### config.mk
export PLATFORM = sky130hd
export DESIGN_NAME = huffman_code_builder_top
export DESIGN_NICKNAME = d
export VERILOG_FILES = /design/src/design/hcb_pkg.sv /design/src/design/hcb_ram.sv /design/src/design/hcb_datapath.sv /design/src/design/hcb_ctrl.sv /design/src/design/huffman_code_builder_top.sv
export SDC_FILE = /design/constraint.sdc
export NUM_CORES = 2
export LEC_CHECK = 0
export BUFFER_PORTS_ARGS = -buffer_cell sky130_fd_sc_hd__buf_2
export CELL_PAD_IN_SITES_DETAIL_PLACEMENT = 0
export CELL_PAD_IN_SITES_GLOBAL_PLACEMENT = 1
export CORE_ASPECT_RATIO = 1.25
export CORE_UTILIZATION = 55
export CTS_CLUSTER_SIZE = 25
export DETAILED_ROUTE_END_ITERATION = 6
export HOLD_SLACK_MARGIN = 0.02
export PLACE_DENSITY = 0.82
export SLEW_MARGIN = 40
export SYNTH_ARGS = -nofsm -noshare
export SYNTH_HDL_FRONTEND = slang
export SYNTH_HIERARCHICAL = 1
export SYNTH_SLANG_ARGS = --single-unit
### constraint.sdc
create_clock -name clk_i -period 7.65 [get_ports clk_i]
set_input_delay 2.295 -clock clk_i [delete_from_list [all_inputs] [get_ports clk_i]]
set_output_delay 2.295 -clock clk_i [all_outputs]
set_load 0.01 [all_outputs]
### src/design/hcb_pkg.sv
package hcb_pkg;

  // node index width covers the largest tree (2*32-1 nodes) plus the no-parent code
  localparam int unsigned NODE_W = 6;
  localparam logic [NODE_W-1:0] NO_PARENT = '1;
  localparam int unsigned LEN_W = 5;
  localparam int unsigned CODE_W = 31;
  localparam logic [LEN_W-1:0] LEN_MAX = '1;

  typedef struct packed {
    logic [15:0] weight;
    logic        last;
  } in_t;

  typedef struct packed {
    logic [4:0]        symbol;
    logic [CODE_W-1:0] code_bits;
    logic [LEN_W-1:0]  code_length;
    logic              final_res;
  } out_t;

  typedef enum logic [3:0] {
    OP_NONE,
    OP_LOAD,
    OP_SCAN,
    OP_MERGE1,
    OP_MERGE2,
    OP_MERGE3,
    OP_WALK_INIT,
    OP_WALK_RD,
    OP_WALK_CHK,
    OP_EMIT
  } hcb_op_e;

  typedef struct packed {
    hcb_op_e           op;
    logic [NODE_W-1:0] idx;
    logic [NODE_W-1:0] top;
    logic              final_leaf;
  } cmd_t;

  typedef struct packed {
    logic walk_done;
    logic out_free;
  } status_t;

endpackage

### src/design/hcb_ram.sv
module hcb_ram #(
  parameter int unsigned WIDTH  = 8,
  parameter int unsigned DEPTH  = 64,
  parameter int unsigned ADDR_W = 6
) (
  input  logic              clk_i,
  input  logic              we_i,
  input  logic [ADDR_W-1:0] waddr_i,
  input  logic [WIDTH-1:0]  wdata_i,
  input  logic [ADDR_W-1:0] raddr_i,
  output logic [WIDTH-1:0]  rdata_o
);
  localparam int unsigned IDX_W = (DEPTH > 1) ? $clog2(DEPTH) : 1;

  logic [WIDTH-1:0] mem [DEPTH];

  always_ff @(posedge clk_i) begin
    if (we_i) begin
      mem[waddr_i[IDX_W-1:0]] <= wdata_i;
    end
    rdata_o <= mem[raddr_i[IDX_W-1:0]];
  end
endmodule

### src/design/hcb_datapath.sv
module hcb_datapath #(
  parameter int unsigned LEAVES      = 32,
  parameter int unsigned WEIGHT_BITS = 16
) (
  input  logic            clk_i,
  input  logic            rst_ni,
  input  logic [15:0]     weight_i,
  input  hcb_pkg::cmd_t   cmd_i,
  output hcb_pkg::status_t status_o,
  input  logic            out_stall_i,
  output logic            out_valid_o,
  output hcb_pkg::out_t   out_data_o
);
  import hcb_pkg::*;

  localparam int unsigned NODES = 2 * LEAVES - 1;
  localparam int unsigned WW    = WEIGHT_BITS + $clog2(LEAVES) + 1;
  localparam int unsigned PW    = NODE_W + 1;

  logic [31:0]       w_ext;
  logic [WW-1:0]     w_in;
  logic              wr_we;
  logic [NODE_W-1:0] wr_addr;
  logic [WW-1:0]     wr_data;
  logic              pr_we;
  logic [NODE_W-1:0] pr_addr;
  logic [PW-1:0]     pr_data;
  logic [NODE_W-1:0] rd_addr;
  logic [WW-1:0]     w_rd;
  logic [PW-1:0]     p_rd;
  logic [NODE_W-1:0] par_rd;
  logic              right_rd;

  // scan state
  logic              rv_q;
  logic [NODE_W-1:0] ridx_q;
  logic [WW-1:0]     w1_q, w2_q;
  logic [NODE_W-1:0] x1_q, x2_q;
  logic              f1_q, f2_q;

  // walk state
  logic [NODE_W-1:0] c_q;
  logic [CODE_W-1:0] code_q;
  logic [LEN_W-1:0]  len_q;

  logic              out_valid_q;
  out_t              out_q;

  assign w_ext    = {16'd0, weight_i};
  assign w_in     = WW'(w_ext[WEIGHT_BITS-1:0]);
  assign par_rd   = p_rd[NODE_W-1:0];
  assign right_rd = p_rd[PW-1];

  always_comb begin
    wr_we   = 1'b0;
    wr_addr = cmd_i.top;
    wr_data = w1_q + w2_q;
    pr_we   = 1'b0;
    pr_addr = cmd_i.top;
    pr_data = {1'b0, NO_PARENT};
    unique case (cmd_i.op)
      OP_LOAD: begin
        wr_we   = 1'b1;
        wr_addr = cmd_i.idx;
        wr_data = w_in;
        pr_we   = 1'b1;
        pr_addr = cmd_i.idx;
      end
      OP_MERGE1: begin
        wr_we   = 1'b1;
        pr_we   = 1'b1;
        pr_addr = x1_q;
        pr_data = {1'b0, cmd_i.top};
      end
      OP_MERGE2: begin
        pr_we   = 1'b1;
        pr_addr = x2_q;
        pr_data = {1'b1, cmd_i.top};
      end
      OP_MERGE3: begin
        pr_we = 1'b1;
      end
      default: ;
    endcase
  end

  assign rd_addr = (cmd_i.op == OP_SCAN) ? cmd_i.idx : c_q;

  hcb_ram #(.WIDTH(WW), .DEPTH(NODES), .ADDR_W(NODE_W)) u_weight_ram (
    .clk_i   (clk_i),
    .we_i    (wr_we),
    .waddr_i (wr_addr),
    .wdata_i (wr_data),
    .raddr_i (rd_addr),
    .rdata_o (w_rd)
  );

  hcb_ram #(.WIDTH(PW), .DEPTH(NODES), .ADDR_W(NODE_W)) u_parent_ram (
    .clk_i   (clk_i),
    .we_i    (pr_we),
    .waddr_i (pr_addr),
    .wdata_i (pr_data),
    .raddr_i (rd_addr),
    .rdata_o (p_rd)
  );

  // two-smallest search, strict less-than keeps the earlier index on ties
  always_ff @(posedge clk_i or negedge rst_ni) begin
    if (!rst_ni) begin
      rv_q <= 1'b0;
      f1_q <= 1'b0;
      f2_q <= 1'b0;
    end else begin
      rv_q <= (cmd_i.op == OP_SCAN);
      if (cmd_i.op == OP_SCAN && cmd_i.idx == '0) begin
        f1_q <= 1'b0;
        f2_q <= 1'b0;
      end else if (rv_q && par_rd == NO_PARENT) begin
        if (!f1_q || w_rd < w1_q) begin
          f2_q <= f1_q;
          f1_q <= 1'b1;
        end else if (!f2_q || w_rd < w2_q) begin
          f2_q <= 1'b1;
        end
      end
    end
  end

  always_ff @(posedge clk_i) begin
    ridx_q <= cmd_i.idx;
    if (rv_q && par_rd == NO_PARENT) begin
      if (!f1_q || w_rd < w1_q) begin
        w2_q <= w1_q;
        x2_q <= x1_q;
        w1_q <= w_rd;
        x1_q <= ridx_q;
      end else if (!f2_q || w_rd < w2_q) begin
        w2_q <= w_rd;
        x2_q <= ridx_q;
      end
    end
  end

  assign status_o.walk_done = (par_rd == NO_PARENT) || (len_q == LEN_MAX);
  assign status_o.out_free  = !out_valid_q || !out_stall_i;

  always_ff @(posedge clk_i) begin
    if (cmd_i.op == OP_WALK_INIT) begin
      c_q    <= cmd_i.idx;
      code_q <= '0;
      len_q  <= '0;
    end else if (cmd_i.op == OP_WALK_CHK && !status_o.walk_done) begin
      code_q <= code_q | (CODE_W'(right_rd) << len_q);
      len_q  <= len_q + 1'b1;
      c_q    <= par_rd;
    end
  end

  always_ff @(posedge clk_i or negedge rst_ni) begin
    if (!rst_ni) begin
      out_valid_q <= 1'b0;
    end else if (cmd_i.op == OP_EMIT) begin
      out_valid_q <= 1'b1;
    end else if (!out_stall_i) begin
      out_valid_q <= 1'b0;
    end
  end

  always_ff @(posedge clk_i) begin
    if (cmd_i.op == OP_EMIT) begin
      out_q.symbol      <= cmd_i.idx[4:0];
      out_q.code_bits   <= code_q;
      out_q.code_length <= len_q;
      out_q.final_res   <= cmd_i.final_leaf;
    end
  end

  assign out_valid_o = out_valid_q;
  assign out_data_o  = out_q;
endmodule

### src/design/hcb_ctrl.sv
module hcb_ctrl #(
  parameter int unsigned LEAVES = 32
) (
  input  logic             clk_i,
  input  logic             rst_ni,
  input  logic             in_valid_i,
  input  logic             in_last_i,
  output logic             in_stall_o,
  input  hcb_pkg::status_t status_i,
  output hcb_pkg::cmd_t    cmd_o
);
  import hcb_pkg::*;

  localparam logic [3:0] S_LOAD     = 4'd0;
  localparam logic [3:0] S_SCAN     = 4'd1;
  localparam logic [3:0] S_SCAN_END = 4'd2;
  localparam logic [3:0] S_MERGE1   = 4'd3;
  localparam logic [3:0] S_MERGE2   = 4'd4;
  localparam logic [3:0] S_MERGE3   = 4'd5;
  localparam logic [3:0] S_WINIT    = 4'd6;
  localparam logic [3:0] S_WRD      = 4'd7;
  localparam logic [3:0] S_WCHK     = 4'd8;
  localparam logic [3:0] S_EMIT     = 4'd9;

  localparam logic [NODE_W-1:0] LEAVES_N = NODE_W'(LEAVES);

  logic [3:0]        state_q, state_d;
  logic [NODE_W-1:0] cnt_q, cnt_d;
  logic [NODE_W-1:0] n_q, n_d;
  logic [NODE_W-1:0] top_q, top_d;
  logic [NODE_W-1:0] j_q, j_d;
  logic [NODE_W-1:0] leaf_q, leaf_d;
  logic              room;
  logic [NODE_W-1:0] n_new;
  logic [NODE_W:0]   top_next;
  logic [NODE_W:0]   top_end;
  logic              final_leaf;

  assign room       = (cnt_q < LEAVES_N);
  assign n_new      = cnt_q + NODE_W'(room);
  assign top_next   = {1'b0, top_q} + 1'b1;
  assign top_end    = {n_q, 1'b0} - 1'b1;
  assign final_leaf = (leaf_q == n_q - 1'b1);
  assign in_stall_o = (state_q != S_LOAD);

  always_comb begin
    state_d = state_q;
    cnt_d   = cnt_q;
    n_d     = n_q;
    top_d   = top_q;
    j_d     = j_q;
    leaf_d  = leaf_q;
    cmd_o.op         = OP_NONE;
    cmd_o.idx        = j_q;
    cmd_o.top        = top_q;
    cmd_o.final_leaf = final_leaf;
    unique case (state_q)
      S_LOAD: begin
        cmd_o.idx = cnt_q;
        if (in_valid_i) begin
          if (room) begin
            cmd_o.op = OP_LOAD;
            cnt_d    = cnt_q + 1'b1;
          end
          if (in_last_i) begin
            cnt_d  = '0;
            n_d    = n_new;
            top_d  = n_new;
            j_d    = '0;
            leaf_d = '0;
            state_d = (n_new == NODE_W'(1)) ? S_WINIT : S_SCAN;
          end
        end
      end
      S_SCAN: begin
        cmd_o.op = OP_SCAN;
        if (j_q == top_q - 1'b1) begin
          state_d = S_SCAN_END;
        end else begin
          j_d = j_q + 1'b1;
        end
      end
      S_SCAN_END: state_d = S_MERGE1;
      S_MERGE1: begin
        cmd_o.op = OP_MERGE1;
        state_d  = S_MERGE2;
      end
      S_MERGE2: begin
        cmd_o.op = OP_MERGE2;
        state_d  = S_MERGE3;
      end
      S_MERGE3: begin
        cmd_o.op = OP_MERGE3;
        top_d    = top_next[NODE_W-1:0];
        j_d      = '0;
        state_d  = (top_next == top_end) ? S_WINIT : S_SCAN;
      end
      S_WINIT: begin
        cmd_o.op  = OP_WALK_INIT;
        cmd_o.idx = leaf_q;
        state_d   = S_WRD;
      end
      S_WRD: begin
        cmd_o.op = OP_WALK_RD;
        state_d  = S_WCHK;
      end
      S_WCHK: begin
        cmd_o.op = OP_WALK_CHK;
        state_d  = status_i.walk_done ? S_EMIT : S_WRD;
      end
      S_EMIT: begin
        cmd_o.idx = leaf_q;
        if (status_i.out_free) begin
          cmd_o.op = OP_EMIT;
          if (final_leaf) begin
            state_d = S_LOAD;
          end else begin
            leaf_d  = leaf_q + 1'b1;
            state_d = S_WINIT;
          end
        end
      end
      default: state_d = S_LOAD;
    endcase
  end

  always_ff @(posedge clk_i or negedge rst_ni) begin
    if (!rst_ni) begin
      state_q <= S_LOAD;
      cnt_q   <= '0;
      n_q     <= '0;
      top_q   <= '0;
      j_q     <= '0;
      leaf_q  <= '0;
    end else begin
      state_q <= state_d;
      cnt_q   <= cnt_d;
      n_q     <= n_d;
      top_q   <= top_d;
      j_q     <= j_d;
      leaf_q  <= leaf_d;
    end
  end

  a_cnt_bound: assert property (@(posedge clk_i) disable iff (!rst_ni)
    cnt_q <= LEAVES_N)
    else $error("symbol count beyond leaf capacity");

  a_emit_free: assert property (@(posedge clk_i) disable iff (!rst_ni)
    cmd_o.op == OP_EMIT |-> status_i.out_free)
    else $error("result loaded over a waiting result");

  a_merge_seq: assert property (@(posedge clk_i) disable iff (!rst_ni)
    state_q == S_MERGE1 |=> state_q == S_MERGE2 ##1 state_q == S_MERGE3)
    else $error("merge write sequence broken");

  a_leaf_range: assert property (@(posedge clk_i) disable iff (!rst_ni)
    state_q == S_EMIT |-> leaf_q < n_q)
    else $error("leaf index past symbol set");
endmodule

### src/design/huffman_code_builder_top.sv
// huffman code builder
// input channel: one beat per symbol weight (low WEIGHT_BITS bits used), in
// load order; the beat with last set closes the set and starts the build.
// beats beyond LEAVES symbols are dropped, a last beat still starts the build
// output channel: one beat per symbol, in load order, carrying the symbol index,
// the root-first code right-aligned (0 = left child) and its length; final_res
// marks the beat of the last symbol. a single symbol gets an empty code
// loading takes one beat per cycle. for n symbols the build makes n-1
// merges, merge k scanning all n+k nodes held so far through the node memory
// read port at one node a cycle, then writing the new node and both child links
// each code is then found by walking the parent links one level at a time,
// with a read and a check per level, before its beat goes out
// in_stall_o is high from the last beat until the last code is in the output
// register; the output register lets the next set start loading while the
// final code still waits. a stalled output holds the emission of the next code
// reset: empty symbol set, no result pending, loading; node memories need no
// clearing since every node is written before it is read
module huffman_code_builder_top #(
  parameter int unsigned LEAVES      = 32,
  parameter int unsigned WEIGHT_BITS = 16
) (
  input  logic          clk_i,
  input  logic          rst_ni,
  input  logic          in_valid_i,
  output logic          in_stall_o,
  input  hcb_pkg::in_t  in_data_i,
  output logic          out_valid_o,
  input  logic          out_stall_i,
  output hcb_pkg::out_t out_data_o
);
  import hcb_pkg::*;

  // command/status link between the sequencer and the tree datapath
  cmd_t    cmd;
  status_t status;

  // sequencer: load count, merge and scan counters, code walk per leaf
  hcb_ctrl #(.LEAVES(LEAVES)) u_ctrl (
    .clk_i      (clk_i),
    .rst_ni     (rst_ni),
    .in_valid_i (in_valid_i),
    .in_last_i  (in_data_i.last),
    .in_stall_o (in_stall_o),
    .status_i   (status),
    .cmd_o      (cmd)
  );

  // node memories, two-smallest search, code walk registers, output register
  hcb_datapath #(.LEAVES(LEAVES), .WEIGHT_BITS(WEIGHT_BITS)) u_datapath (
    .clk_i       (clk_i),
    .rst_ni      (rst_ni),
    .weight_i    (in_data_i.weight),
    .cmd_i       (cmd),
    .status_o    (status),
    .out_stall_i (out_stall_i),
    .out_valid_o (out_valid_o),
    .out_data_o  (out_data_o)
  );
endmodule
Yosys cells after proc, flatten, opt, wreduce, memory -nomap -nowiden
Memory sizes are Yosys's and may differ from the RTL's. A register that Yosys moved wholly into a read port is not among the register bits.
Index checks and enable logic that the tools add are counted.
{ "word_totals": {"out_inout_bits": 44, "mem_count": 2, "regBits": 184, "ramBits": 1827} }
{ "mem_list": {"columns": ["name", "depth", "word_bits", "rd", "rd_ports_with_merged_regs", "wr", "line", "rtl"], "rows": [
  ["u_datapath.u_weight_ram.mem", 63, 22, 1, 1, 1, "hcb_ram.sv:15", "logic [WIDTH-1:0] mem [DEPTH];"],
  ["u_datapath.u_parent_ram.mem", 63, 7, 1, 1, 1, "hcb_ram.sv:15", null]
]} }
{ "classes": {"bitwise_logic": 1, "n_reduce_logical": 37, "muxes": 52, "n_eq_ne": 30, "shifts": 1, "order_cmp": 3, "addsub": 10} }
{ "ops": {"columns": ["op", "count"], "rows": [
  ["6-bit two-way mux", 15],
  ["22-bit two-way mux", 3],
  ["22-bit < comparator", 2],
  ["4-bit case mux with 10 select lines", 1],
  ["4-bit case mux with 9 select lines", 1],
  ["6-bit case mux with 2 select lines", 3],
  ["6-bit case mux with 3 select lines", 2],
  ["31-bit OR", 1],
  ["1-bit by 5-bit << shifter with 31-bit output", 1],
  ["4-bit by 3-bit == test with 1-bit output, second input constant", 7],
  ["4-bit two-way mux", 7],
  ["22-bit adder", 1],
  ["6-bit by 1-bit adder with 6-bit output, second input constant", 3],
  ["4-bit by 2-bit == test with 1-bit output, second input constant", 4],
  ["4-bit == test, second input constant", 4],
  ["1-bit two-way mux", 16],
  ["7-bit case mux with 2 select lines", 1],
  ["2-bit nonzero test", 7],
  ["6-bit == test", 2],
  ["6-bit by 1-bit subtractor with 6-bit output, second input constant", 2],
  ["2-bit inequality test, second input constant", 5],
  ["3-bit two-way mux", 3],
  ["3-bit AND reduction", 3],
  ["4-bit by 1-bit == test with 1-bit output, second input constant", 2],
  ["other kinds (22)", 38]
]} }

Longest topological paths before layout
{ "logic_depth": {"ltp_word": 9, "depth_mapped": 20, "mapped_depth_nobuf": 14} }

By module
The synthesis kept the hierarchy.
{ "modules_own_cells": {"columns": ["module", "instances", "area_per_inst_um2", "cells_each"], "rows": [
  ["hcb_ram at u_datapath.u_weight_ram", 1, 53593.9, 2473],
  ["hcb_ram at u_datapath.u_parent_ram", 1, 17473.0, 799],
  ["hcb_datapath", 1, 7905.1, 723],
  ["hcb_ctrl", 1, 2625.0, 314]
]} }

Worst setup path before layout
Ideal clock, no wire load.
{ "synth_timing": {"path_kind": "input to register", "start": "input port out_stall_i", "end": "memory u_datapath/u_parent_ram/mem[32][0] (netlist name) (enable)", "stages": 12, "path_buffers": 1, "required_time_ns": 7.270, "arrival_time_ns": 7.226, "path_slack_ns": 0.044, "cell_sequence": "nand2_1 nand3_1 o21ai_0 nand2_1 o21ai_0 nor4b_2 nor2_1 a221o_1 clkbuf_1 nor4bb_1 nand2b_1 nor3_1"} }
{ "synth_lines": {"columns": ["element", "line", "rtl"], "rows": [
  ["start: declaration", "huffman_code_builder_top.sv:28", "input logic out_stall_i,"],
  ["end: declaration", "hcb_ram.sv:15", null]
]} }

==> results.sh <==
export IMPL_outcome="completed"
export IMPL_placed_cells_incl_taps=6258
export IMPL_pwr_share_comb_pct=0.1
export IMPL_wl_per_cell_microns=30.8
export IMPL_clockPowerShare_pct=44.2
export IMPL_period_minus_slack_ns=6.02
export IMPL_vias=42893
export IMPL_hp_class="register to register"
export IMPL_dieArea_sq_um=150000
export IMPL_synth_edf_count=1931
export IMPL_required_ns=8.12
export IMPL_cp_max_fo=9
export IMPL_critical_path_max_stage_delay_ns=0.73
export IMPL_place_hpwl_mm=127
export IMPL_setup_viol=0
export IMPL_worstSetupPathType="input port to register"
export IMPL_layout_commonest_cell="edfxtp_1"
export IMPL_finalClockSkew_ns=0.0476
export IMPL_worst_pin_slew_ns=0.874
export IMPL_p_int_mw=17.4
export IMPL_cts_buffer_depth=3
export IMPL_slew_headroom_pct=40.0
export IMPL_syn_area_per_cell_sq_um=18.9
export IMPL_p_leak_nw=33.6
export IMPL_grt_pass1_wl_mm=294
export IMPL_fin_crit_sh_pct=78.7
export IMPL_switching_share_pct=19.3
export IMPL_drtPass1Iterations=6
export IMPL_reg2reg_depth=10
export IMPL_vias_per_cell=6.48
export IMPL_synth_warnings=6
export IMPL_fin_tns_setup_ns=0
export IMPL_fin_ws_ns=1.63
export IMPL_io_buffers=64
export IMPL_path_clk_slew_ns=0.06
export IMPL_rsz0062_at_grt="false"
export IMPL_h_tree_depth=4
export IMPL_crit_path_end_kind="register"
export IMPL_dr_max_layer_used="met5"
export IMPL_ys_async_sr_fraction_pct=1.86
export IMPL_cts_setup_buffers=0
export IMPL_crit_chain="buf_2 > nand2_1 > buf_4 > nand3_1 > o21ai_0 > nand2_1 > o21ai_1 > or3b_2 > inv_1 > nor2_1 > a221o_1 > nor2b_1 > nand3_1 > nor2_1"
export IMPL_grt_ovfl_total=0
export IMPL_routed_wl_mm=204
export IMPL_wl_met1_mm=73.9
export IMPL_cts_hold_buf=0
export IMPL_antenna_found_initial=3
export IMPL_max_cap_violations=0
export IMPL_drc=0
export IMPL_seqPwrFrac_pct=55.7
export IMPL_cts_tree="built"
export IMPL_netlist_area_sq_um=81600
export IMPL_post_route_cells_drive_above_1_share_pct=24.1
export IMPL_maxSlewViolCount=0
export IMPL_ys_ff_latch=2040
export IMPL_dieWidth_microns=347
export IMPL_crit_arrival_ns=6.49
export IMPL_track_usage_pct=27.4
export IMPL_drt_iter0_markers=5248
export IMPL_ys_seq_area_share_pct=74.0
export IMPL_final_cell_mix="1931 x edfxtp_1, 394 x mux4_2, 192 x buf_4, 190 x clkbuf_16, 184 x nor2_1"
export IMPL_start_util_pct=55.5
export IMPL_wl_met3_mm=18.0
export IMPL_power_density_nw_per_um2=235
export IMPL_ant_nets=0
export IMPL_pin_count=65
export IMPL_cts_repair_resized=0
export IMPL_fmax_mhz=166
export IMPL_holdPathStages=0
export IMPL_preCtsSetupSlack_ns=0.842
export IMPL_grt_pass1_vias=42446
export IMPL_switchingPower_mw=4.16
export IMPL_finalHoldViolCount=0
export IMPL_final_cell_count_no_fill=6618
export IMPL_syn_inst=4309
export IMPL_root_buffer="clkbuf_16"
export IMPL_grt_max_degree=64
export IMPL_clock_sinks=2040
export IMPL_area_growth_pct=12.4
export IMPL_start_kind="input port"
export IMPL_placementRows=157
export IMPL_wl_met2_mm=102
export IMPL_nNetsFinal=4642
export IMPL_ys_flop_type="edfxtp_1"
export IMPL_coreArea_sq_um=147000
export IMPL_cp_slowest_cell="nor2_1"
export IMPL_peakVddDrop_v=0.000243
export IMPL_syn_nets=4404
export IMPL_insertion_delay_ns=0.86
export IMPL_fp_dieH_microns=433
export IMPL_routabilityCongestion=0.914
export IMPL_cts_made_buffers=189
export IMPL_synth_distinct_cells=90
==> final timing paths <==
| check | slack, ns | end | from |
|---|---|---|---|
| worst min register to register | 0.42 | u_datapath/x1_q[5] | u_datapath/ridx_q[5] |
| max in group asynchronous | 5.83 | u_ctrl/n_q[4] | rst_ni |
| worst min-delay path | 0.42 | u_datapath/x1_q[5] | u_datapath/ridx_q[5] |
| worst max register to register | 2.09 | u_datapath/u_parent_ram/mem[13][4] | u_ctrl/state_q[3] |
| worst max-delay path | 1.63 | u_datapath/u_parent_ram/mem[13][4] | out_stall_i |
| min in group asynchronous | 1.46 | u_datapath/f2_q | rst_ni |
==> sequential cells by signal, summed over array words and instances (netlist names), 4 cells and up <==
| signal | cells |
|---|---|
| u_ctrl/cnt_q | 6 |
| u_ctrl/j_q | 6 |
| u_ctrl/leaf_q | 6 |
| u_ctrl/n_q | 6 |
| u_ctrl/state_q | 4 |
| u_ctrl/top_q | 6 |
| u_datapath/c_q | 6 |
| u_datapath/code_q | 31 |
| u_datapath/len_q | 5 |
| u_datapath/out_data_o | 42 |
| u_datapath/ridx_q | 6 |
| u_datapath/u_parent_ram/mem | 441 |
| u_datapath/u_parent_ram/rdata_o | 7 |
| u_datapath/u_weight_ram/mem | 1386 |
| u_datapath/u_weight_ram/rdata_o | 22 |
| u_datapath/w1_q | 22 |
| u_datapath/w2_q | 22 |
| u_datapath/x1_q | 6 |
| u_datapath/x2_q | 6 |
==> area by class of cell <==
| type | count | area, sq um |
|---|---|---|
| Sequential cell | 2040 | 60400 |
| Antenna cell | 4 | 10.0 |
| Tap cell | 1908 | 2390 |
| Timing Repair Buffer | 279 | 2170 |
| Clock buffer | 236 | 4960 |
| Multi-Input combinational cell | 1974 | 20200 |
| Inverter | 63 | 236 |
| Fill cell | 9926 | 55200 |
| Clock inverter | 114 | 1330 |
==> synthesized netlist by cell type (all sizes together) (8+ instances only) <==
| cell type | instances | area, sq um |
|---|---|---|
| a31oi | 10 | 62.6 |
| nand2 | 176 | 668 |
| or2 | 14 | 87.6 |
| o22ai | 40 | 250 |
| o21ai | 89 | 445 |
| a22oi | 67 | 503 |
| xor2 | 20 | 175 |
| nand3b | 13 | 97.6 |
| o211a | 9 | 90.1 |
| nand2b | 26 | 170 |
| a21o | 13 | 97.6 |
| inv | 62 | 233 |
| a21oi | 152 | 761 |
| a221o | 10 | 100 |
| o221ai | 45 | 394 |
| buf | 108 | 820 |
| nor3 | 42 | 236 |
| mux4 | 405 | 9160 |
| o211ai | 12 | 90.1 |
| a21boi | 14 | 105 |
| nand4 | 20 | 125 |
| xnor2 | 19 | 166 |
| ha | 73 | 913 |
| a211o | 25 | 219 |
| edfxtp | 1931 | 58000 |
| a211oi | 19 | 148 |
| nor2 | 250 | 938 |
| or3 | 12 | 75.1 |
| and2 | 16 | 100 |
| dfrtp | 38 | 951 |
| nand3 | 38 | 190 |
| nor4 | 8 | 65.1 |
| nor2b | 25 | 156 |
| mux2i | 157 | 1570 |
| clkbuf | 124 | 465 |
| mux2 | 49 | 552 |
| dfxtp | 71 | 1420 |
| o21a | 17 | 128 |
| and3 | 16 | 100 |
==> logic make-up after synthesis <==
family	share of synthesized area [%]
DFF	74.0
and+or+nand+nor	3.92
muxes	13.8
AOI/OAI and AO/OA	4.77
buffers and inverters	1.86
adders and majority gates	1.14
xor gates and xnor gates	0.503
==> worst max-delay path, delay by kind of cell <==
family	cells	cell delay (ns)
compound gates	3	0.97
simple gates	8	2.56
buf+inv	3	0.66
==> metal layers <==
metal,track usage [%],up-vias
met3,4.55,422
met1,35.5,22244
met5,0,-
met4,12.4,2
met2,45.7,2243
li1,-,17982
==> metrics by stage <==
step	hold slack [ns]	power [mW]	utilization [%]	cell area, sq um
global route	0.429	22.1	62.4	91700
detailed placement	0.413	12.3	58.0	85300
CTS	0.423	21.7	62.3	91600
global placement	0.404	12.3	58.0	85200
finish	0.421	21.6	62.4	91700
floorplan	0.403	12.3	-	81600
==> power by group through the flow <==
stage	Clock (mW)	Combinational [mW]	Sequential [mW]
2_1_floorplan	0	0.000260	12.3
3_3_place_gp	0	0.0129	12.3
3_5_place_dp	0	0.0132	12.3
4_1_cts	9.65	0.0132	12.0
5_1_grt	10.1	0.0141	12.0
6_report	9.54	0.0126	12.0
Note: power is estimated with default switching activity, not from simulation.
